[src/sv/ioct_pkg.sv]
// Shared constants, types and the controller-to-datapath command bundle
// for the index-of-coincidence tally. No dependencies.
`default_nettype none

package ioct_pkg;

  // Longest string that is counted; later bytes only set the overflow flag.
  localparam int MAX_LEN     = 512;
  localparam int CNT_W       = $clog2(MAX_LEN + 1);
  localparam int PROD_W      = 2 * CNT_W;

  localparam int NUM_LETTERS = 26;
  localparam int IDX_W       = $clog2(NUM_LETTERS);

  // Field widths of the streams.
  localparam int CHAR_W      = 8;
  localparam int MS_W        = 18;
  localparam int PT_W        = 18;
  localparam int SL_W        = 10;
  localparam int NL_W        = 10;
  localparam int OUT_DATA_W  = MS_W + PT_W + SL_W + NL_W;

  localparam logic [CHAR_W-1:0] CHAR_UP_A = 8'h41;
  localparam logic [CHAR_W-1:0] CHAR_UP_Z = 8'h5A;
  localparam logic [CHAR_W-1:0] CHAR_LO_A = 8'h61;
  localparam logic [CHAR_W-1:0] CHAR_LO_Z = 8'h7A;

  localparam logic [IDX_W-1:0] LAST_IDX = IDX_W'(NUM_LETTERS - 1);

  typedef struct packed {
    logic             count;    // input beat accepted, tally it
    logic             clr_acc;  // start of a reduction pass
    logic             mul_en;   // register n*(n-1) for letter sel
    logic             acc_en;   // add registered product into the sum
    logic             load;     // move result to output, clear tallies
    logic [IDX_W-1:0] sel;      // letter under reduction
  } cmd_t;

endpackage

`default_nettype wire

[src/sv/ioct_dp.sv]
// Datapath of the index-of-coincidence tally: letter counters, length and
// non-letter tallies, product/accumulate unit and output register.
// Depends on ioct_pkg.
`default_nettype none

module ioct_dp (
  input  wire logic                           clk,
  input  wire logic                           rst,
  input  wire ioct_pkg::cmd_t                 cmd,
  input  wire logic [ioct_pkg::CHAR_W-1:0]    char_code,
  input  wire logic                           out_ready,
  output logic                                out_valid,
  output logic [ioct_pkg::OUT_DATA_W-1:0]     out_data,
  output logic                                out_ovf,
  output logic                                out_free
);

  logic [ioct_pkg::CNT_W-1:0]  letter_cnt [ioct_pkg::NUM_LETTERS];
  logic [ioct_pkg::CNT_W-1:0]  byte_count;
  logic [ioct_pkg::CNT_W-1:0]  other_count;
  logic                        overflow_seen;

  logic [ioct_pkg::PROD_W-1:0] prod;
  logic [ioct_pkg::PROD_W-1:0] pair;
  logic [ioct_pkg::MS_W-1:0]   acc;

  logic                        is_upper;
  logic                        is_lower;
  logic                        is_letter;
  logic [ioct_pkg::IDX_W-1:0]  letter_idx;
  logic                        full;
  logic [ioct_pkg::CNT_W-1:0]  sel_cnt;
  logic [ioct_pkg::CNT_W-1:0]  sel_cnt_m1;
  logic [ioct_pkg::CNT_W-1:0]  len_m1;

  always_comb begin
    is_upper   = (char_code >= ioct_pkg::CHAR_UP_A) && (char_code <= ioct_pkg::CHAR_UP_Z);
    is_lower   = (char_code >= ioct_pkg::CHAR_LO_A) && (char_code <= ioct_pkg::CHAR_LO_Z);
    is_letter  = is_upper || is_lower;
    if (is_upper) begin
      letter_idx = ioct_pkg::IDX_W'(char_code - ioct_pkg::CHAR_UP_A);
    end else begin
      letter_idx = ioct_pkg::IDX_W'(char_code - ioct_pkg::CHAR_LO_A);
    end
    full       = (byte_count == ioct_pkg::CNT_W'(ioct_pkg::MAX_LEN));
    sel_cnt    = letter_cnt[cmd.sel];
    sel_cnt_m1 = sel_cnt - 1'b1;   // wraps at zero, product is zero anyway
    len_m1     = byte_count - 1'b1;
  end

  assign out_free = !out_valid || out_ready;

  // Tallies
  always_ff @(posedge clk) begin
    if (rst || cmd.load) begin
      for (int i = 0; i < ioct_pkg::NUM_LETTERS; i++) begin
        letter_cnt[i] <= '0;
      end
      byte_count    <= '0;
      other_count   <= '0;
      overflow_seen <= 1'b0;
    end else if (cmd.count) begin
      if (full) begin
        overflow_seen <= 1'b1;
      end else begin
        byte_count <= byte_count + 1'b1;
        if (is_letter) begin
          for (int i = 0; i < ioct_pkg::NUM_LETTERS; i++) begin
            if (letter_idx == ioct_pkg::IDX_W'(i)) begin
              letter_cnt[i] <= letter_cnt[i] + 1'b1;
            end
          end
        end else begin
          other_count <= other_count + 1'b1;
        end
      end
    end
  end

  // Product / accumulate, one letter per cycle
  always_ff @(posedge clk) begin
    if (cmd.mul_en) begin
      prod <= ioct_pkg::PROD_W'(sel_cnt) * ioct_pkg::PROD_W'(sel_cnt_m1);
      pair <= ioct_pkg::PROD_W'(byte_count) * ioct_pkg::PROD_W'(len_m1);
    end
    if (cmd.clr_acc) begin
      acc <= '0;
    end else if (cmd.acc_en) begin
      acc <= acc + ioct_pkg::MS_W'(prod);
    end
  end

  // Output register
  always_ff @(posedge clk) begin
    if (rst) begin
      out_valid <= 1'b0;
    end else if (cmd.load) begin
      out_valid <= 1'b1;
    end else if (out_ready) begin
      out_valid <= 1'b0;
    end
    if (cmd.load) begin
      out_data <= {ioct_pkg::NL_W'(other_count), ioct_pkg::SL_W'(byte_count),
                   ioct_pkg::PT_W'(pair), acc};
      out_ovf  <= overflow_seen;
    end
  end

  a_len_bound: assert property (@(posedge clk) disable iff (rst)
    byte_count <= ioct_pkg::CNT_W'(ioct_pkg::MAX_LEN))
    else $error("length tally past limit");

  a_load_clears: assert property (@(posedge clk) disable iff (rst)
    cmd.load |=> out_valid && (byte_count == '0) && !overflow_seen)
    else $error("load did not present result and clear tallies");

  a_load_free: assert property (@(posedge clk) disable iff (rst)
    cmd.load |-> out_free)
    else $error("result loaded over an untaken beat");

  a_ovf_full: assert property (@(posedge clk) disable iff (rst)
    overflow_seen |-> full)
    else $error("overflow flagged before length saturated");

endmodule

`default_nettype wire

[src/sv/ioct_ctrl.sv]
// Controller of the index-of-coincidence tally: accepts bytes, then steps
// the datapath through the 26-letter reduction and the result hand-off.
// Depends on ioct_pkg.
`default_nettype none

module ioct_ctrl (
  input  wire logic        clk,
  input  wire logic        rst,
  input  wire logic        in_valid,
  input  wire logic        in_last,
  input  wire logic        out_free,
  output logic             in_ready,
  output ioct_pkg::cmd_t   cmd
);

  typedef enum logic [1:0] {
    ST_ACCUM,
    ST_REDUCE,
    ST_DRAIN,
    ST_FINISH
  } state_t;

  state_t                     state;
  logic [ioct_pkg::IDX_W-1:0] sel;
  logic                       clr_acc;
  logic                       acc_en;
  logic                       beat;

  assign in_ready = (state == ST_ACCUM);
  assign beat     = in_valid && in_ready;

  always_comb begin
    cmd.count   = beat;
    cmd.clr_acc = clr_acc;
    cmd.mul_en  = (state == ST_REDUCE);
    cmd.acc_en  = acc_en;
    cmd.load    = (state == ST_FINISH) && out_free;
    cmd.sel     = sel;
  end

  always_ff @(posedge clk) begin
    if (rst) begin
      state   <= ST_ACCUM;
      sel     <= '0;
      clr_acc <= 1'b0;
      acc_en  <= 1'b0;
    end else begin
      clr_acc <= 1'b0;
      acc_en  <= (state == ST_REDUCE);
      case (state)
        ST_ACCUM: begin
          if (beat && in_last) begin
            state   <= ST_REDUCE;
            sel     <= '0;
            clr_acc <= 1'b1;
          end
        end
        ST_REDUCE: begin
          if (sel == ioct_pkg::LAST_IDX) begin
            state <= ST_DRAIN;
          end else begin
            sel <= sel + 1'b1;
          end
        end
        ST_DRAIN: begin
          state <= ST_FINISH;
        end
        ST_FINISH: begin
          if (out_free) begin
            state <= ST_ACCUM;
          end
        end
        default: begin
          state <= ST_ACCUM;
        end
      endcase
    end
  end

  a_last_stops_input: assert property (@(posedge clk) disable iff (rst)
    beat && in_last |=> !in_ready)
    else $error("input still open after last byte");

  a_clr_first: assert property (@(posedge clk) disable iff (rst)
    clr_acc |-> (state == ST_REDUCE) && (sel == '0) && !acc_en)
    else $error("accumulator clear out of place");

  a_drain_adds: assert property (@(posedge clk) disable iff (rst)
    (state == ST_DRAIN) |-> acc_en && $past(sel == ioct_pkg::LAST_IDX))
    else $error("last product not accumulated");

endmodule

`default_nettype wire

[src/sv/index_of_coincidence_tally.sv]
// Top level of the index-of-coincidence tally: joins controller and datapath.
// Depends on ioct_pkg, ioct_ctrl, ioct_dp.
//
// Usage:
//   Input stream: one byte of a string per beat in s_tdata, s_tlast high on
//   the last byte. Letters A-Z/a-z are case-folded and counted; every byte
//   counts toward the length up to MAX_LEN, later bytes only set the
//   overflow flag.
//   Output stream: one beat per string, carrying sum of n(n-1) over letters,
//   L(L-1), length, non-letter count, and the overflow flag in m_tuser.
//   Throughput: one byte per cycle inside a string. After the last byte the
//   input is closed while the product unit walks the 26 letter counters,
//   one per cycle; after a drain and a finish state the result is loaded,
//   and input opens again in the same cycle as the result is presented.
//   Stall: the result sits in an output register; if it has not been taken
//   when the next result is ready, the block holds off input until it is.
//   Reset (rst, synchronous): all tallies cleared, output empty, input open.
`default_nettype none

module index_of_coincidence_tally (
  input  wire logic                                clk,
  input  wire logic                                rst,
  input  wire logic                                s_tvalid,
  output logic                                     s_tready,
  input  wire logic [ioct_pkg::CHAR_W-1:0]         s_tdata,  // char_code[7:0]
  input  wire logic                                s_tlast,  // end_of_string
  output logic                                     m_tvalid,
  input  wire logic                                m_tready,
  // match_sum[17:0], pair_total[35:18], string_length[45:36],
  // nonletter_count[55:46]
  output logic [ioct_pkg::OUT_DATA_W-1:0]          m_tdata,
  output logic                                     m_tuser   // length_overflow
);

  ioct_pkg::cmd_t cmd;
  logic           out_free;

  ioct_ctrl u_ctrl (
    .clk      (clk),
    .rst      (rst),
    .in_valid (s_tvalid),
    .in_last  (s_tlast),
    .out_free (out_free),
    .in_ready (s_tready),
    .cmd      (cmd)
  );

  ioct_dp u_dp (
    .clk       (clk),
    .rst       (rst),
    .cmd       (cmd),
    .char_code (s_tdata),
    .out_ready (m_tready),
    .out_valid (m_tvalid),
    .out_data  (m_tdata),
    .out_ovf   (m_tuser),
    .out_free  (out_free)
  );

endmodule

`default_nettype wire
[config.mk]
export PLATFORM = sky130hd
export DESIGN_NAME = index_of_coincidence_tally
export DESIGN_NICKNAME = d
export VERILOG_FILES = /design/src/sv/ioct_pkg.sv /design/src/sv/ioct_dp.sv /design/src/sv/ioct_ctrl.sv /design/src/sv/index_of_coincidence_tally.sv
export SDC_FILE = /design/constraint.sdc
export NUM_CORES = 1
export LEC_CHECK = 0
export ABC_AREA = 1
export BUFFER_PORTS_ARGS = -buffer_cell sky130_fd_sc_hd__buf_4
export CORE_MARGIN = 5
export CORE_UTILIZATION = 56
export CTS_CLUSTER_DIAMETER = 40
export DETAILED_ROUTE_END_ITERATION = 8
export PLACE_DENSITY = 0.7
export SYNTH_ARGS = -nofsm -noshare
export SYNTH_HDL_FRONTEND = slang
export SYNTH_SLANG_ARGS = --single-unit
[constraint.sdc]
create_clock -name clk -period 17.1 [get_ports clk]
set_input_delay 2.565 -clock clk [delete_from_list [all_inputs] [get_ports clk]]
set_output_delay 2.565 -clock clk [all_outputs]
set_load 0.005 [all_outputs]
==> summary.md, run 1 <==
| Metric | Value |
|---|---|
| Outcome | complete, no violations |
| Max Cap Viol | 0 |
| CP Launch Type | flop |
| Comb power frac | 57.3% |
| Initial Util | 56.7% |
| Asr flop ratio synth | 0% |
| Overall die height | 233 um |
| N_diodes | 0 |
| Crit path required time | 17.41 ns |
| VDD IR-drop max | 0.299 mV |
| Core area | 0.0491 sq mm |
| First-pass GRT wire length | 102000 um |
| Warnings from Yosys | 0 |
| Fin. Hold Viols | 0 |
| CTS clk-pin slew, worst paths | 0.05 ns |
| Final ANT Viol Nets | 0 |
| Worst slew pin tran | 1.09 ns |
| # DRC | 0 |
| Post-synthesis mux area share | 0% |
| Initial antenna violation count | 0 |
| Clock buffer depth | 3 |
| Most frequent cell after synthesis | nand2_1 |
| Critical path's slowest cell | fa_1 |
| Register area share after synthesis | 41.5% |
| Placed insts | 3831 |
| Worst setup EP type | flop |
| Predominant post-synthesis flop cell | edfxtp_1 |
| CTS resizes | 0 |
| Cell area after layout | 0.0311 sq mm |
| Xor/xnor share of the synthesized area | 4.41% |
| Slew margin rel. | 26.8% |
| Clock Skews | 0.0256 ns |
| Arrival time of the worst setup path | 9.05 ns |
| Share of cells above drive strength 1 | 9.07% |
| Mapped Area | 0.0278 sq mm |
| Cts hold-fix bufs | 0 |
| Clock sink total | 402 |
| P_leak | 13.6 nW |
| Post-synth top area share | 37.7% |
| Worst skew pair latency | 0.58 ns |
| Final WL | 61600 um |
| Io pins | 72 |
| Vias per cell | 5.41 |
| CP max stage delay | 0.55 ns |
| Power per cell area | 217 mW/mm^2 |
| Routed WL per cell | 15.6 um |
| Synth Area in Adders | 16.1% |
| Vias in the first global route | 21000 |
| H-tree Lvls | 3 |
| Initial DRC count | 1436 |
| DP Area | 0.0289 sq mm |
| Switch share | 43.6% |
| Largest family of logic cells by synthesized area | simple AND/OR/NAND/NOR gates |
| Final setup vio count | 0 |
| Final Wtd Congestion | 0.950 |
| Die Width | 233 um |
| Post-synthesis register bit count | 402 |
| Final #Nets | 3533 |
| Total power draw | 0.00676 W |
| Post-layout util | 63.5% |
| Pin count of the biggest net entering global routing | 74 |
| Netlist cell types | 48 |
| Seq pwr share | 22.8% |
| Ranking of synthesized cells by area | edfxtp_1, fa_1, nand2_1, ha_1, inv_1 |
| Gr ovfl total | 0 |
| Synth-to-layout area growth | 11.9% |
| Commonest cells in the netlist | nand2_1, inv_1, nor2_1 |
| Cell mode on critical path | nand2_1 |
| Initial DRT Pass Iterations | 6 |
| Fin crit share | 51.1% |
| CTS tree | yes |
| Clock Power Share | 19.9% |
| Non-Filler Instances | 3949 |
| Period minus WS final | 8.74 ns |
| PortBufs | 68 |
| HP Class | flop to flop |
| RSZ-0062 raised after global routing | no |
| Vias post-DR | 21400 |
| Final Max Tran Viols | 0 |
| CTS Buf Count | 66 |
| Total track usage | 22.9% |
| Root Buffer | clkbuf_16 |
| Pint | 0.00382 W |
| Post-CTS setup buffer count | 0 |
| Crit path kind | flop to flop |
| Post-synth EDFFs | 349 |
| Synth Instances | 3158 |
| P_sw | 0.00295 W |
| Die ar. | 0.0542 sq mm |
| Highest clock rate | 0.114 GHz |
| Worst-path fanout max | 64 |
| Row cnt | 81 |
| Synth area leader | edfxtp_1 |
| Post-Synth Simple-Gate Area | 22.7% |
| Avg Inst Size Synth | 8.81 sq um |
| Setup TNS | 0 ns |
| Synth Area in Compound Gates | 7.31% |
| Fillers | 4077 |
| HPWL Detailed | 45400 um |
final timing paths:
path | start | end | slack (ns) | cells past startpoint
max reg2reg | flop | u_dp.prod[17] | 8.36 | 36
min reg2reg | u_dp.pair[4] | u_dp.out_data[22] | 0.41 | 0
max | flop | u_dp.prod[17] | 8.36 | 36
min | u_dp.pair[4] | u_dp.out_data[22] | 0.41 | 0
placed cells by master, fill, tap and decap left out, drive strengths merged, types with 10 or more instances in the layout:
master | synthesis | final
a21oi | 173 | 173
nand2 | 561 | 561
fa | 123 | 123
nand4 | 28 | 28
o211ai | 13 | 13
nand3b | 11 | 11
inv | 443 | 448
a21o | 10 | 10
clkinv | 4 | 23
nor3 | 90 | 90
ha | 162 | 162
a31oi | 11 | 11
nor3b | 33 | 33
xor2 | 109 | 109
nand3 | 248 | 248
buf | 54 | 99
edfxtp | 349 | 349
or2 | 14 | 14
xnor2 | 31 | 31
dfxtp | 53 | 53
clkbuf | 37 | 77
nor2 | 410 | 410
o21ai | 156 | 156
per-stage QoR:
stage          hold slack (ns)  setup slack, ns
4_1_cts                  0.415             8.40
2_1_floorplan            0.400            10.18
3_5_place_dp             0.405             8.43
6_report                 0.414             8.36
5_1_grt                  0.419             7.79
3_3_place_gp             0.403             8.45
power by group through the flow:
stage,registers [W],clock network (W),logic (W)
detailed placement,0.00156,0,0.00385
finish,0.00154,0.00135,0.00387
floorplan,0.00152,0,0.00311
CTS,0.00154,0.00138,0.00391
global route,0.00156,0.00142,0.00449
global placement,0.00155,0,0.00379
layer usage:
layer / share of wire (%) / GRT usage (%) / vias to the layer above
li1: - / - / 10600
met1: 44 / 30.2 / 9985
met2: 47 / 38.4 / 639
met3: 6.2 / 3.92 / 125
met4: 2.9 / 7.86 / 0
met5: 0 / 0 / -
final cells by class:
class	instances	area [sq um]	area share, %
tap	664	831	2.67
clock inverter	41	499	1.60
inverter	447	1680	5.39
clock buffer	77	1770	5.67
timing repair buffer	99	743	2.39
multi-input combinational	2219	14100	45.2
sequential	402	11500	37.1
logic make-up after synthesis:
group / after synthesis
buffers and inverters: 538
adder cells (fa/ha/maj): 285
AND/OR/NAND/NOR: 1410
AO/OA/AOI/OAI: 382
XOR/XNOR: 140
other: 1
flip-flops: 402
critical path: cells and delay by family (launching register included):
family / cells / cell delay [ns]
DFF: 1 / 0.30
and+or+nand+nor: 18 / 2.57
adders and majority gates: 8 / 3.63
AOI/OAI and AO/OA: 1 / 0.21
buffers and inverters: 9 / 1.69
registers in the layout, indices dropped and copies added, names as in the netlist, 2 cells and up, named ones only:
register,count
u_ctrl.sel,5
u_dp.acc,17
u_dp.byte_count,10
u_dp.prod,17
u_dp.letter_cnt,260
u_ctrl.state,2
u_dp.other_count,10
u_dp.out_data,54
u_dp.pair,17
Power figures use the tool's default switching activity.
==> run 2, diff against run 1 <==
Settings changed: ABC_AREA 1 to 0.
Clock period 17.1 ns to 8.85 ns, I/O delays scaled along.
==> summary.md, run 2 <==
| Metric | Value |
|---|---|
| Routed WL per cell | 18.3 um (+17%) |
| Crit path kind | flop to flop |
| CTS tree | yes |
| Crit path required time | 9.19 ns (-8.22 ns) |
| Synth area leader | edfxtp_1 |
| P_leak | 12.2 nW (-9.9%) |
| VDD IR-drop max | 0.450 mV (+50%) |
| Max Cap Viol | 0 (unchanged) |
| PortBufs | 68 (unchanged) |
| Post-synthesis register bit count | 402 (unchanged) |
| Netlist cell types | 75 (+56%) |
| Total track usage | 22.8% (-0.067 points) |
| Biggest regs | u_dp.letter_cnt: 260 flops, u_dp.out_data: 54 flops |
| Most frequent cells in the layout | nor2_1, edfxtp_1, inv_1 |
| Vias in the first global route | 18900 (-9.9%) |
| CP Launch Type | flop |
| Final #Nets | 2893 (-18%) |
| Post-synthesis mux area share | 6.39% (+6.4 points) |
| Critical path's slowest cell | dfxtp_2 |
| Worst setup margin | 0.517 ns (-7.84 ns) |
| Min-Delay Endpoint | u_dp.out_data[29] |
| Dpl ws | 0.537 ns (-7.89 ns) |
| Cts hold-fix bufs | 0 (unchanged) |
| Most common cell after layout, fill and taps aside | nor2_1 |
| Worst r2r dst | u_dp.prod[15] |
| Warnings from Yosys | 0 (unchanged) |
| Initial antenna violation count | 0 (unchanged) |
| Final Max Tran Viols | 0 (unchanged) |
| Biggest register | u_dp.letter_cnt |
| Worst skew pair latency | 0.60 ns (+0.02 ns) |
| Final ANT Viol Nets | 0 (unchanged) |
| Most frequent cell after synthesis | nor2_1 |
| CP max stage delay | 0.65 ns (+0.10 ns) |
| Post-synth top area share | 38.8% (+1.2 points) |
| Largest family of logic cells by synthesized area | simple AND/OR/NAND/NOR gates |
| Placed insts | 3140 (-18%) |
| Fin crit share | 94.2% (+43 points) |
| Register area share after synthesis | 42.8% (+1.3 points) |
| Cell mode on critical path | fa_1 |
| Final setup vio count | 0 (unchanged) |
| Hold path start | u_dp.pair[11] |
| Predominant post-synthesis flop cell | edfxtp_1 |
| Slew margin rel. | 18.3% (-8.5 points) |
| Commonest cells in the netlist | nor2_1, edfxtp_1, inv_1 |
| Arrival time of the worst setup path | 8.68 ns (-0.37 ns) |
| Die Width | 230 um (-1.4%) |
| Post-CTS setup buffer count | 0 (unchanged) |
| CP top delay family | adder cells |
| HPWL Detailed | 43400 um (-4.3%) |
| Max FFs per register | 260 (unchanged) |
| RSZ-0062 raised after global routing | no |
| Clock Skews | 0.0217 ns (-0.00388 ns) |
| Synth Instances | 2487 (-21%) |
| Worst-path fanout max | 27 (-58%) |
| Vias per cell | 5.74 (+6.2%) |
| Synth Area in Adders | 16.6% (+0.49 points) |
| Row cnt | 80 (-1.2%) |
| Non-Filler Instances | 3264 (-17%) |
| Root Buffer | clkbuf_16 |
| HP Class | flop to flop |
| CTS Buf Count | 68 (+3.0%) |
| Worst slew pin tran | 1.22 ns (+0.130 ns) |
| Highest clock rate | 0.120 GHz (+4.9%) |
| WP buf/inv | 6 (-3) |
| Share of cells above drive strength 1 | 11.8% (+2.7 points) |
| Pin count of the biggest net entering global routing | 83 (+12%) |
| Outcome | complete, no violations |
| N_diodes | 0 (unchanged) |
| Power per cell area | 347 mW/mm^2 (+60%) |
| Fin. Hold Viols | 0 (unchanged) |
| Initial Util | 56.5% (-0.18 points) |
| Period minus WS final | 8.33 ns (-0.405 ns) |
| R2R setup slack | 0.52 ns (-7.84 ns) |
| Clock sink total | 402 (unchanged) |
| Vias post-DR | 18700 (-12%) |
| Gr ovfl total | 0 (unchanged) |
| Hold path depth | 0 (unchanged) |
| Avg Inst Size Synth | 10.9 sq um (+23%) |
| Synth Area in Compound Gates | 4.31% (-3.0 points) |
| Mapped Area | 0.0270 sq mm (-3.0%) |
| Final WL | 59700 um (-3.2%) |
| # DRC | 0 (unchanged) |
| Overall die height | 230 um (-1.4%) |
| First-pass GRT wire length | 98500 um (-3.6%) |
| Post-synth EDFFs | 349 (unchanged) |
| Final Wtd Congestion | 0.931 (-2.0%) |
| Setup TNS | 0 ns (unchanged) |
| CTS resizes | 0 (unchanged) |
| CTS clk-pin slew, worst paths | 0.06 ns (about the same) |
| FF-to-FF path depth | 29 (-19%) |
| Asr flop ratio synth | 0% (unchanged) |
| Initial DRT Pass Iterations | 5 (-1) |
| Die ar. | 0.0527 sq mm (-2.8%) |
| Clock buffer depth | 3 (unchanged) |
| Initial DRC count | 1579 (+10%) |
| Core area | 0.0477 sq mm (-2.7%) |
| Post-Synth Simple-Gate Area | 17.2% (-5.5 points) |
| Synth-to-layout area growth | 13.3% |
| Worst setup EP type | flop |
| H-tree Lvls | 3 (unchanged) |
| Io pins | 72 (unchanged) |
| Xor/xnor share of the synthesized area | 8.86% (+4.4 points) |
| Total power draw | 0.0106 W (+57%) |
| Ranking of synthesized cells by area | edfxtp_1, fa_1, ha_1, nor2_1, xor2_1 |
-- run 2: metrics by stage --
stage	hold slack (ns)	utilization, %	cell area [sq um]
finish	0.416	64.0	30600
global route	0.422	64.0	30600
CTS	0.417	64.0	30600
detailed placement	0.405	59.3	28300
global placement	0.401	59.3	28300
floorplan	0.400	-	27000
-- run 2: final cells by class --
type / count / area (sq um)
clock buffers: 81 / 1840
repair buffers: 113 / 848
multi-input cells: 1825 / 14400
clock inverters: 43 / 449
well taps: 615 / 769
fillers: 3644 / 17200
inverters: 185 / 694
flip-flops and latches: 402 / 11500
-- run 2: worst max path at each step --
| stage | to | startpoint | slack, ns | cells after the start |
|---|---|---|---|---|
| 6_report | u_dp.prod[15] | flop | 0.52 | 29 |
| 5_1_grt | u_dp.prod[15] | flop | 0.02 | 29 |
| 4_1_cts | u_dp.prod[15] | flop | 0.50 | 27 |
| 3_5_place_dp | u_dp.prod[15] | flop | 0.54 | 27 |
| 3_3_place_gp | u_dp.prod[15] | flop | 0.65 | 27 |
| 2_1_floorplan | u_dp.prod[15] | flop | 1.24 | 30 |
-- run 2: cell families after synthesis --
kind of cell    after synthesis
simple gates                982
flops                       402
fa+ha+maj                   285
xor+xnor                    273
buf+inv                     261
compound gates              182
mux                         101
other cells                   1
-- run 2: power by group --
group	switching [W]	internal, W	leakage, nW	total [W]
Combinational	0.00285	0.00230	7.16	0.00515
Clock	0.000973	0.00165	1.10	0.00263
Sequential	0.000248	0.00259	3.96	0.00284
-- run 2: routing by layer --
metal	wire, um	global-route usage (%)
met4	1580	7.14
met5	0	0
met3	3560	4.33
met1	25800	30.7
met2	28700	37.8
